===== src/hdl/tts_pkg.sv =====
// Shared constants, token types and helpers for the text token scanner.
package tts_pkg;

  localparam int OFFSET_BITS = 16;
  localparam int OUT_W       = 16;
  localparam int MAX_TOK     = 3;
  localparam int TOK_CNT_W   = $clog2(MAX_TOK + 1);
  localparam int FIFO_DEPTH  = 4;
  localparam int IN_DATA_W   = 8;
  localparam int OUT_DATA_W  = 40;
  localparam int OUT_USER_W  = 2;

  localparam logic [1:0] KIND_WORD   = 2'd0;
  localparam logic [1:0] KIND_STRING = 2'd1;
  localparam logic [1:0] KIND_PUNCT  = 2'd2;
  localparam logic [1:0] KIND_END    = 2'd3;

  typedef struct packed {
    logic [1:0]       kind;
    logic [OUT_W-1:0] start;
    logic [OUT_W-1:0] length;
    logic             unterm;
    logic             ovf;
    logic             last;
  } tok_t;

  // All tokens raised by one input beat, in emission order.
  typedef struct packed {
    tok_t [MAX_TOK-1:0]   slot;
    logic [TOK_CNT_W-1:0] cnt;
  } bundle_t;

  // Offsets and lengths are reported modulo 2^OUT_W.
  function automatic logic [OUT_W-1:0] off_fit(input logic [OFFSET_BITS:0] v);
    logic [OFFSET_BITS+OUT_W:0] t;
    t = {{OUT_W{1'b0}}, v};
    return t[OUT_W-1:0];
  endfunction

endpackage


===== src/hdl/text_token_scanner.sv =====
// Top level of the text token scanner: stream ports, scanner and token queue.
// A token raised by a byte is registered in the token queue and offered on the master side from there.
// Throughput: one text byte per cycle unless the queue is full; each byte yields zero to three tokens.
// Output drains one token per cycle while the receiver is ready; a four-bundle queue stalls input when full.
// Reset (async, active low) returns the scanner to between-tokens at offset zero
// and empties the queue.
module text_token_scanner import tts_pkg::*; (
  input  logic                  clk_i,
  input  logic                  rst_ni,
  input  logic                  s_axis_tvalid_i,
  output logic                  s_axis_tready_o,
  input  logic [IN_DATA_W-1:0]  s_axis_tdata_i,   // [7:0] text_byte
  input  logic                  s_axis_tlast_i,   // end_of_text
  output logic                  m_axis_tvalid_o,
  input  logic                  m_axis_tready_i,
  output logic [OUT_DATA_W-1:0] m_axis_tdata_o,   // token_start, token_length,
                                                  // unterminated, offset_overflow
  output logic [OUT_USER_W-1:0] m_axis_tuser_o,   // token_kind
  output logic                  m_axis_tlast_o    // last
);

  logic    accept, push;
  bundle_t bundle;
  tok_t    tok;

  assign accept = s_axis_tvalid_i && s_axis_tready_o;

  tts_scan u_scan (
    .clk_i    (clk_i),
    .rst_ni   (rst_ni),
    .accept_i (accept),
    .byte_i   (s_axis_tdata_i),
    .eot_i    (s_axis_tlast_i),
    .push_o   (push),
    .bundle_o (bundle)
  );

  tts_queue u_queue (
    .clk_i    (clk_i),
    .rst_ni   (rst_ni),
    .push_i   (push),
    .bundle_i (bundle),
    .ready_o  (s_axis_tready_o),
    .valid_o  (m_axis_tvalid_o),
    .pop_i    (m_axis_tready_i),
    .tok_o    (tok)
  );

  assign m_axis_tdata_o = {6'b0, tok.ovf, tok.unterm, tok.length, tok.start};
  assign m_axis_tuser_o = tok.kind;
  assign m_axis_tlast_o = tok.last;

endmodule


===== src/hdl/tts_scan.sv =====
// Scanner state and per-byte token decision logic.
module tts_scan import tts_pkg::*; (
  input  logic                   clk_i,
  input  logic                   rst_ni,
  input  logic                   accept_i,
  input  logic [IN_DATA_W-1:0]   byte_i,
  input  logic                   eot_i,
  output logic                   push_o,
  output bundle_t                bundle_o
);

  typedef enum logic [2:0] {
    M_IDLE, M_COMMENT, M_WORD, M_STR, M_ESC, M_HEX2, M_HEX1
  } mode_e;

  localparam logic [OFFSET_BITS-1:0] POS_MAX = '1;
  localparam logic [7:0] CH_NUL   = 8'h00;
  localparam logic [7:0] CH_TAB   = 8'h09;
  localparam logic [7:0] CH_LF    = 8'h0A;
  localparam logic [7:0] CH_CR    = 8'h0D;
  localparam logic [7:0] CH_SP    = 8'h20;
  localparam logic [7:0] CH_QUOTE = 8'h22;
  localparam logic [7:0] CH_HASH  = 8'h23;
  localparam logic [7:0] CH_DOT   = 8'h2E;
  localparam logic [7:0] CH_BSL   = 8'h5C;
  localparam logic [7:0] CH_UNDER = 8'h5F;
  localparam logic [7:0] CH_XLO   = 8'h78;
  localparam logic [7:0] CH_XUP   = 8'h58;

  mode_e                  mode_q, mode_d;
  logic [OFFSET_BITS-1:0] pos_q, pos_d;
  logic [OFFSET_BITS-1:0] start_q, start_d;
  logic                   ovf_q, ovf_d;

  logic                   word_b, blank_b, at_max, ovf_n, run_idle, finish;
  logic [OFFSET_BITS-1:0] end_off, flush_start;
  mode_e                  flush_mode;
  logic [4:0]             cv;
  tok_t [4:0]             ct;
  tok_t [MAX_TOK-1:0]     slot;
  logic [TOK_CNT_W-1:0]   cnt;

  always_comb begin
    word_b  = (byte_i >= 8'h30 && byte_i <= 8'h39) || (byte_i >= 8'h41 && byte_i <= 8'h5A) ||
              (byte_i >= 8'h61 && byte_i <= 8'h7A) || byte_i == CH_DOT || byte_i == CH_UNDER;
    blank_b = byte_i == CH_SP || byte_i == CH_TAB || byte_i == CH_LF || byte_i == CH_CR;
    at_max  = pos_q == POS_MAX;
    ovf_n   = ovf_q | ((byte_i != CH_NUL) & at_max);
    mode_d  = mode_q;
    start_d = start_q;
    pos_d   = pos_q;
    ovf_d   = ovf_n;
    run_idle = 1'b0;
    cv = '0;
    for (int i = 0; i < 5; i++) begin
      ct[i] = '{kind: KIND_END, start: '0, length: '0, unterm: 1'b0, ovf: ovf_n, last: 1'b0};
    end

    if (byte_i != CH_NUL) begin
      case (mode_q)
        M_WORD: begin
          if (!word_b) begin
            cv[0]        = 1'b1;
            ct[0].kind   = KIND_WORD;
            ct[0].start  = off_fit({1'b0, start_q});
            ct[0].length = off_fit({1'b0, pos_q} - {1'b0, start_q});
            mode_d       = M_IDLE;
            run_idle     = 1'b1;
          end
        end
        M_COMMENT: begin
          if (byte_i == CH_LF) mode_d = M_IDLE;
        end
        M_STR: begin
          if (byte_i == CH_BSL) begin
            mode_d = M_ESC;
          end else if (byte_i == CH_QUOTE) begin
            cv[2]        = 1'b1;
            ct[2].kind   = KIND_STRING;
            ct[2].start  = off_fit({1'b0, start_q});
            ct[2].length = off_fit({1'b0, pos_q} - {1'b0, start_q} + 1'b1);
            mode_d       = M_IDLE;
          end
        end
        M_ESC:  mode_d = (byte_i == CH_XLO || byte_i == CH_XUP) ? M_HEX2 : M_STR;
        M_HEX2: mode_d = M_HEX1;
        M_HEX1: mode_d = M_STR;
        default: begin
          mode_d   = M_IDLE;
          run_idle = 1'b1;
        end
      endcase
      if (run_idle && !blank_b) begin
        if (byte_i == CH_HASH) begin
          mode_d = M_COMMENT;
        end else if (byte_i == CH_QUOTE) begin
          mode_d  = M_STR;
          start_d = pos_q;
        end else if (word_b) begin
          mode_d  = M_WORD;
          start_d = pos_q;
        end else begin
          cv[1]        = 1'b1;
          ct[1].kind   = KIND_PUNCT;
          ct[1].start  = off_fit({1'b0, pos_q});
          ct[1].length = off_fit({{OFFSET_BITS{1'b0}}, 1'b1});
        end
      end
      end_off     = at_max ? pos_q : pos_q + 1'b1;
      finish      = eot_i;
      flush_mode  = mode_d;
      flush_start = start_d;
    end else begin
      end_off     = pos_q;
      finish      = 1'b1;
      flush_mode  = mode_q;
      flush_start = start_q;
    end

    if (finish) begin
      if (flush_mode == M_WORD) begin
        cv[3]      = 1'b1;
        ct[3].kind = KIND_WORD;
      end else if (flush_mode == M_STR || flush_mode == M_ESC ||
                   flush_mode == M_HEX2 || flush_mode == M_HEX1) begin
        cv[3]        = 1'b1;
        ct[3].kind   = KIND_STRING;
        ct[3].unterm = 1'b1;
      end
      ct[3].start  = off_fit({1'b0, flush_start});
      ct[3].length = off_fit({1'b0, end_off} - {1'b0, flush_start});
      cv[4]        = 1'b1;
      ct[4].kind   = KIND_END;
      ct[4].start  = off_fit({1'b0, end_off});
      ct[4].last   = 1'b1;
      mode_d  = M_IDLE;
      pos_d   = '0;
      start_d = '0;
      ovf_d   = 1'b0;
    end else begin
      pos_d = end_off;
    end

    // pack the candidates in order into the bundle
    slot = '0;
    cnt  = '0;
    for (int i = 0; i < 5; i++) begin
      if (cv[i] && cnt != TOK_CNT_W'(MAX_TOK)) begin
        slot[cnt] = ct[i];
        cnt       = cnt + 1'b1;
      end
    end
  end

  assign bundle_o = {slot, cnt};
  assign push_o   = accept_i && cnt != '0;

  always_ff @(posedge clk_i or negedge rst_ni) begin
    if (!rst_ni) begin
      mode_q  <= M_IDLE;
      pos_q   <= '0;
      start_q <= '0;
      ovf_q   <= 1'b0;
    end else if (accept_i) begin
      mode_q  <= mode_d;
      pos_q   <= pos_d;
      start_q <= start_d;
      ovf_q   <= ovf_d;
    end
  end

  a_zero_ends: assert property (@(posedge clk_i) disable iff (!rst_ni)
    accept_i && byte_i == CH_NUL |-> push_o && bundle_o.slot[cnt - 1'b1].last)
    else $error("zero byte did not close the text");

  a_clear_after_end: assert property (@(posedge clk_i) disable iff (!rst_ni)
    accept_i && (eot_i || byte_i == CH_NUL) |=> pos_q == '0 && mode_q == M_IDLE && !ovf_q)
    else $error("state not cleared after end of text");

  a_start_le_pos: assert property (@(posedge clk_i) disable iff (!rst_ni)
    start_q <= pos_q)
    else $error("token start beyond position");

endmodule


===== src/hdl/tts_queue.sv =====
// Queue of token bundles, drained one token per output beat.
module tts_queue import tts_pkg::*; (
  input  logic    clk_i,
  input  logic    rst_ni,
  input  logic    push_i,
  input  bundle_t bundle_i,
  output logic    ready_o,
  output logic    valid_o,
  input  logic    pop_i,
  output tok_t    tok_o
);

  localparam int PTR_W = $clog2(FIFO_DEPTH);
  localparam int LVL_W = $clog2(FIFO_DEPTH + 1);

  bundle_t              mem_q [FIFO_DEPTH];
  logic [PTR_W-1:0]     wr_ptr_q, rd_ptr_q;
  logic [LVL_W-1:0]     level_q, level_d;
  logic [TOK_CNT_W-1:0] sub_q;
  bundle_t              head;
  logic                 beat, done;

  assign head    = mem_q[rd_ptr_q];
  assign valid_o = level_q != '0;
  assign ready_o = level_q != LVL_W'(FIFO_DEPTH);
  assign tok_o   = head.slot[sub_q];
  assign beat    = valid_o && pop_i;
  assign done    = beat && sub_q == head.cnt - 1'b1;

  always_comb begin
    level_d = level_q;
    case ({push_i, done})
      2'b10:   level_d = level_q + 1'b1;
      2'b01:   level_d = level_q - 1'b1;
      default: level_d = level_q;
    endcase
  end

  always_ff @(posedge clk_i) begin
    if (push_i) mem_q[wr_ptr_q] <= bundle_i;
  end

  always_ff @(posedge clk_i or negedge rst_ni) begin
    if (!rst_ni) begin
      wr_ptr_q <= '0;
      rd_ptr_q <= '0;
      level_q  <= '0;
      sub_q    <= '0;
    end else begin
      level_q <= level_d;
      if (push_i) wr_ptr_q <= wr_ptr_q + 1'b1;
      if (done) begin
        rd_ptr_q <= rd_ptr_q + 1'b1;
        sub_q    <= '0;
      end else if (beat) begin
        sub_q <= sub_q + 1'b1;
      end
    end
  end

  a_no_push_full: assert property (@(posedge clk_i) disable iff (!rst_ni)
    push_i |-> ready_o)
    else $error("push into full queue");

  a_head_nonempty: assert property (@(posedge clk_i) disable iff (!rst_ni)
    valid_o |-> head.cnt != '0 && sub_q < head.cnt)
    else $error("head bundle index out of range");

  a_level_bound: assert property (@(posedge clk_i) disable iff (!rst_ni)
    level_q <= LVL_W'(FIFO_DEPTH))
    else $error("queue level beyond depth");

endmodule


===== config.mk =====
export PLATFORM = sky130hd
export DESIGN_NAME = text_token_scanner
export DESIGN_NICKNAME = d
export VERILOG_FILES = /design/src/hdl/tts_pkg.sv /design/src/hdl/text_token_scanner.sv /design/src/hdl/tts_scan.sv /design/src/hdl/tts_queue.sv
export SDC_FILE = /design/constraint.sdc
export NUM_CORES = 1
export LEC_CHECK = 0
export BUFFER_PORTS_ARGS = -buffer_cell sky130_fd_sc_hd__buf_2
export CAP_MARGIN = 10
export CORE_AREA = 2 2 279 281
export CTS_CLUSTER_SIZE = 28
export DETAILED_ROUTE_END_ITERATION = 10
export DIE_AREA = 0 0 281 283
export GPL_TIMING_DRIVEN = 1
export SKIP_CTS_REPAIR_TIMING = 1
export SYNTH_ARGS = -nofsm -noshare
export SYNTH_HDL_FRONTEND = slang
export SYNTH_HIERARCHICAL = 1
export SYNTH_SLANG_ARGS = --single-unit

===== constraint.sdc =====
create_clock -name clk_i -period 11.6 [get_ports clk_i]
set_input_delay 0.58 -clock clk_i [delete_from_list [all_inputs] [get_ports clk_i]]
set_output_delay 0.58 -clock clk_i [all_outputs]
set_load 0.03 [all_outputs]

==> summary.md <==
- highest achievable clock rate: 119.3 MHz
- final number of max-transition violations: 0
- reported max-cap violation count: 0
- routed wire length per instance: 21.93 um
- total standard cell area after synthesis: 0.02430 mm^2
- RR Startpoint: u_scan/mode_q[0]$_DFFE_PN0P_
- path depth of the worst reg2reg path: 23
- clock period minus final worst setup slack: 8.385 ns
- tightest hold margin: 0.1053 ns
- worst endpoint required time: 11.83 ns
- critical path endpoint category: flip-flop
- Via-to-Cell Ratio: 5.463
- root buffer cell: sky130_fd_sc_hd__clkbuf_16
- detailed-route wire length: 62100 um
- async set-reset flop share out of synthesis: 9.054%
- synthesized instance count: 1729
- Critical Path AT: 8.62 ns
- iteration count of the initial detailed-routing pass: 7
- relative slew slack: 27.90%
- run status: finished clean
- Syn Area/Cell: 14.05 um^2
- Clock Skew: 0.01369 ns
- type of the tightest min-delay check: in2async
- count of clock tree sinks: 497
- RSZ-0062 raised after global routing: false
- list of most frequent post-synthesis cells: sky130_fd_sc_hd__edfxtp_1, sky130_fd_sc_hd__mux4_2, sky130_fd_sc_hd__nand2_1
- routed vias: 15470
- via count of the first global-routing pass: 15510
- area delta synth->final: 12.16%
- library cell with the largest summed area after synthesis: sky130_fd_sc_hd__edfxtp_1
- critical path class: in2reg
- Worst R2R Setup Slack: 3.69 ns
- leakage power summed over all cells: 9.285 nW
- width of the chip: 281 um
- clock tree buffer depth: 3
- die area: 0.07952 mm^2
- Worst IR Drop VDD: 0.1959 mV
- count leader, synth: sky130_fd_sc_hd__edfxtp_1
- Placement Rows: 102
- number of antenna violations at the first check in global routing: 3
- slew at the pin with the worst max-slew slack: 1.082 ns
- register area share after synthesis: 60.49%
- cells taking the most area after synthesis: sky130_fd_sc_hd__edfxtp_1, sky130_fd_sc_hd__mux4_2, sky130_fd_sc_hd__dfrtp_1, sky130_fd_sc_hd__ha_1, sky130_fd_sc_hd__mux2i_1
- pin count of the biggest net entering global routing: 63
- violation count after the first detailed-routing iteration: 1601
- effective utilization at floorplan: 31.68%
- post-route ant nets: 0
- Port Buffer Count: 51
- die outline height: 283 um
- wire length of the first global-routing pass: 95010 um
- number of flops mapped to enable cells by yosys: 452
- num ports: 58
- clock buffer count from CTS: 49
- GRT overflow: 0
- share of the clock period used by the worst path: 72.28%
- combined global-route utilization of all metal layers: 15.53%
- Critical Path Fanout Max: 50
- clock-pin slew reported for the worst setup and hold paths after clock tree synthesis: 0.06 ns
- layout cells sized above 1: 17.25%
- fill cell total of the finished layout: 7328
- flops & latches, synth: 497
- Total Neg Setup Slack: 0 ns
- portion of synthesized cell area occupied by the leading cell type: 55.85%
- drt drc: 0
- standard cell core area: 0.07670 mm^2
- final std cell area, no fill: 0.02726 mm^2
- placed cell areas: 0.02560 mm^2
- most instantiated flip-flop cell in the synthesis netlist: sky130_fd_sc_hd__edfxtp_1
- crit start category: input pin
- clock insertion delay at the later pin of the skew report: 0.60 ns
- Yosys cell types: 86
- CTS tree: done
- RR Endpoint: u_queue/mem_q[1][103]$_DFFE_PP_
- final hold violation count: 0
- Final #Nets: 1818
- htree depth: 2
- setup-violating endpoint count in the final report: 0
- Detail Placement HPWL: 39600 um
- Syn. warnings: 6
- power per unit of standard cell area: 243.2 mW/mm^2
- final weighted congestion of routability-driven global placement: 0.8903
layout by cell type (no fill, tap or decap), types with 6 or more instances in the layout:
cell type	instances
sky130_fd_sc_hd__buf_4	31
sky130_fd_sc_hd__inv_1	78
sky130_fd_sc_hd__conb_1	6
sky130_fd_sc_hd__o211ai_1	8
sky130_fd_sc_hd__nand2_1	107
sky130_fd_sc_hd__buf_2	51
sky130_fd_sc_hd__a21o_1	16
sky130_fd_sc_hd__o21a_1	11
sky130_fd_sc_hd__xnor2_1	33
sky130_fd_sc_hd__clkbuf_1	7
sky130_fd_sc_hd__mux4_2	113
sky130_fd_sc_hd__clkinv_1	13
sky130_fd_sc_hd__o21ai_1	40
sky130_fd_sc_hd__nor2_1	93
sky130_fd_sc_hd__nand3_1	38
sky130_fd_sc_hd__a221oi_1	31
sky130_fd_sc_hd__xor2_1	28
sky130_fd_sc_hd__o32ai_1	9
sky130_fd_sc_hd__edfxtp_1	452
sky130_fd_sc_hd__a211oi_1	11
sky130_fd_sc_hd__a22oi_1	25
sky130_fd_sc_hd__o22ai_1	29
sky130_fd_sc_hd__mux2_2	9
sky130_fd_sc_hd__nand2b_1	10
sky130_fd_sc_hd__a221o_1	17
sky130_fd_sc_hd__a21oi_1	85
sky130_fd_sc_hd__and3_1	9
sky130_fd_sc_hd__nor4_1	11
sky130_fd_sc_hd__and2_1	8
sky130_fd_sc_hd__clkbuf_16	49
sky130_fd_sc_hd__bufinv_16	6
sky130_fd_sc_hd__mux2i_1	47
sky130_fd_sc_hd__nor3_1	24
sky130_fd_sc_hd__or3_1	13
sky130_fd_sc_hd__dfrtp_1	41
sky130_fd_sc_hd__o31ai_1	7
sky130_fd_sc_hd__ha_1	49
sky130_fd_sc_hd__nand4_1	9
sky130_fd_sc_hd__o21ai_0	46
sky130_fd_sc_hd__a31oi_1	6
sequential cells by signal (all words and copies together) (netlist names):
name / flops
u_queue/mem_q: 452
u_scan/pos_q: 16
u_scan/start_q: 16
u_queue/level_q: 3
u_scan/mode_q: 3
u_queue/rd_ptr_q: 2
u_queue/sub_q: 2
u_queue/wr_ptr_q: 2
u_scan/ovf_q: 1
kinds of logic after synthesis:
kind of cell | after synthesis | synth area share, %
flip-flops | 497 | 60.49
AO/OA/AOI/OAI | 388 | 10.83
AND/OR/NAND/NOR | 362 | 7.193
buffers and inverters | 195 | 3.429
multiplexers | 171 | 12.94
XOR/XNOR | 63 | 2.332
adder cells (fa/ha/maj) | 52 | 2.770
other | 1 | 0.01543
area by class of cell:
class	instances	area, um^2	share of cell area [%]
Sequential cell	497	14710	53.97
Multi-Input combinational cell	1042	8807	32.31
Tap cell	1040	1301	4.774
Clock buffer	59	1294	4.747
Timing Repair Buffer	82	488.0	1.790
Clock inverter	30	350.3	1.285
Inverter	81	304.0	1.116
Antenna cell	1	2.502	0.009181
worst max-delay path, stage by stage:
cell and delay (ns):
sky130_fd_sc_hd__buf_2 0.17, sky130_fd_sc_hd__or4_1 0.59, sky130_fd_sc_hd__nand2b_1 0.28, sky130_fd_sc_hd__o21ai_0 0.16, sky130_fd_sc_hd__or3_1 0.40, sky130_fd_sc_hd__inv_1 0.34, sky130_fd_sc_hd__ha_1 0.33, sky130_fd_sc_hd__inv_1 0.13
sky130_fd_sc_hd__o21ai_0 0.11, sky130_fd_sc_hd__a21boi_0 0.36, sky130_fd_sc_hd__nand2_1 0.25, sky130_fd_sc_hd__o21ai_0 0.30, sky130_fd_sc_hd__inv_1 0.14, sky130_fd_sc_hd__ha_1 0.24, sky130_fd_sc_hd__a311oi_1 0.21, sky130_fd_sc_hd__o31a_1 0.25
sky130_fd_sc_hd__and2_1 0.36, sky130_fd_sc_hd__mux2_4 0.25, sky130_fd_sc_hd__inv_1 0.06, sky130_fd_sc_hd__ha_1 0.20, sky130_fd_sc_hd__nor2_1 0.41, sky130_fd_sc_hd__o41ai_1 0.14, sky130_fd_sc_hd__a211oi_1 0.82, sky130_fd_sc_hd__and2_4 0.84
sky130_fd_sc_hd__buf_4 0.57
power breakdown:
part           internal (mW)  switching (mW)  total [mW]
Combinational          0.904            1.54        2.45
Clock                  0.938           0.683        1.62
Sequential              2.38           0.182        2.56
Total                   4.22            2.41        6.63
routing by layer:
| layer | part of all wire (%) | wire (um) | global-route usage (%) |
|---|---|---|---|
| met5 | 0 | 0 | 0 |
| met4 | 2.8 | 1719 | 4.813 |
| met3 | 6.9 | 4300 | 2.630 |
| met2 | 49 | 30340 | 26.12 |
| met1 | 41 | 25740 | 20.42 |
per-stage QoR:
| step | setup slack (ns) | cells | util, % | power [mW] |
|---|---|---|---|---|
| 2_1_floorplan | 2.543 | 1734 | - | 4.326 |
| 3_3_place_gp | 3.020 | 2741 | 33.38 | 5.046 |
| 3_5_place_dp | 2.702 | 2741 | 33.38 | 5.092 |
| 4_1_cts | 3.334 | 2830 | 35.52 | 6.715 |
| 5_1_grt | 2.572 | 2831 | 35.53 | 6.964 |
| 6_report | 3.215 | 2832 | 35.54 | 6.629 |
worst max-delay path by stage:
stage                                 endpoint         startpoint  cells after the start  slack [ns]
2_1_floorplan    u_queue/mem_q[2][0]$_DFFE_PP_  s_axis_tdata_i[2]                     24        2.54
3_3_place_gp    u_queue/mem_q[1][84]$_DFFE_PP_  s_axis_tdata_i[0]                     25        3.02
3_5_place_dp    u_queue/mem_q[1][84]$_DFFE_PP_  s_axis_tdata_i[0]                     25        2.70
4_1_cts         u_queue/mem_q[1][65]$_DFFE_PP_  s_axis_tdata_i[0]                     25        3.33
5_1_grt         u_queue/mem_q[1][65]$_DFFE_PP_  s_axis_tdata_i[6]                     26        2.57
6_report       u_queue/mem_q[1][103]$_DFFE_PP_  s_axis_tdata_i[0]                     25        3.21
Note: power is estimated with default switching activity, not from simulation.
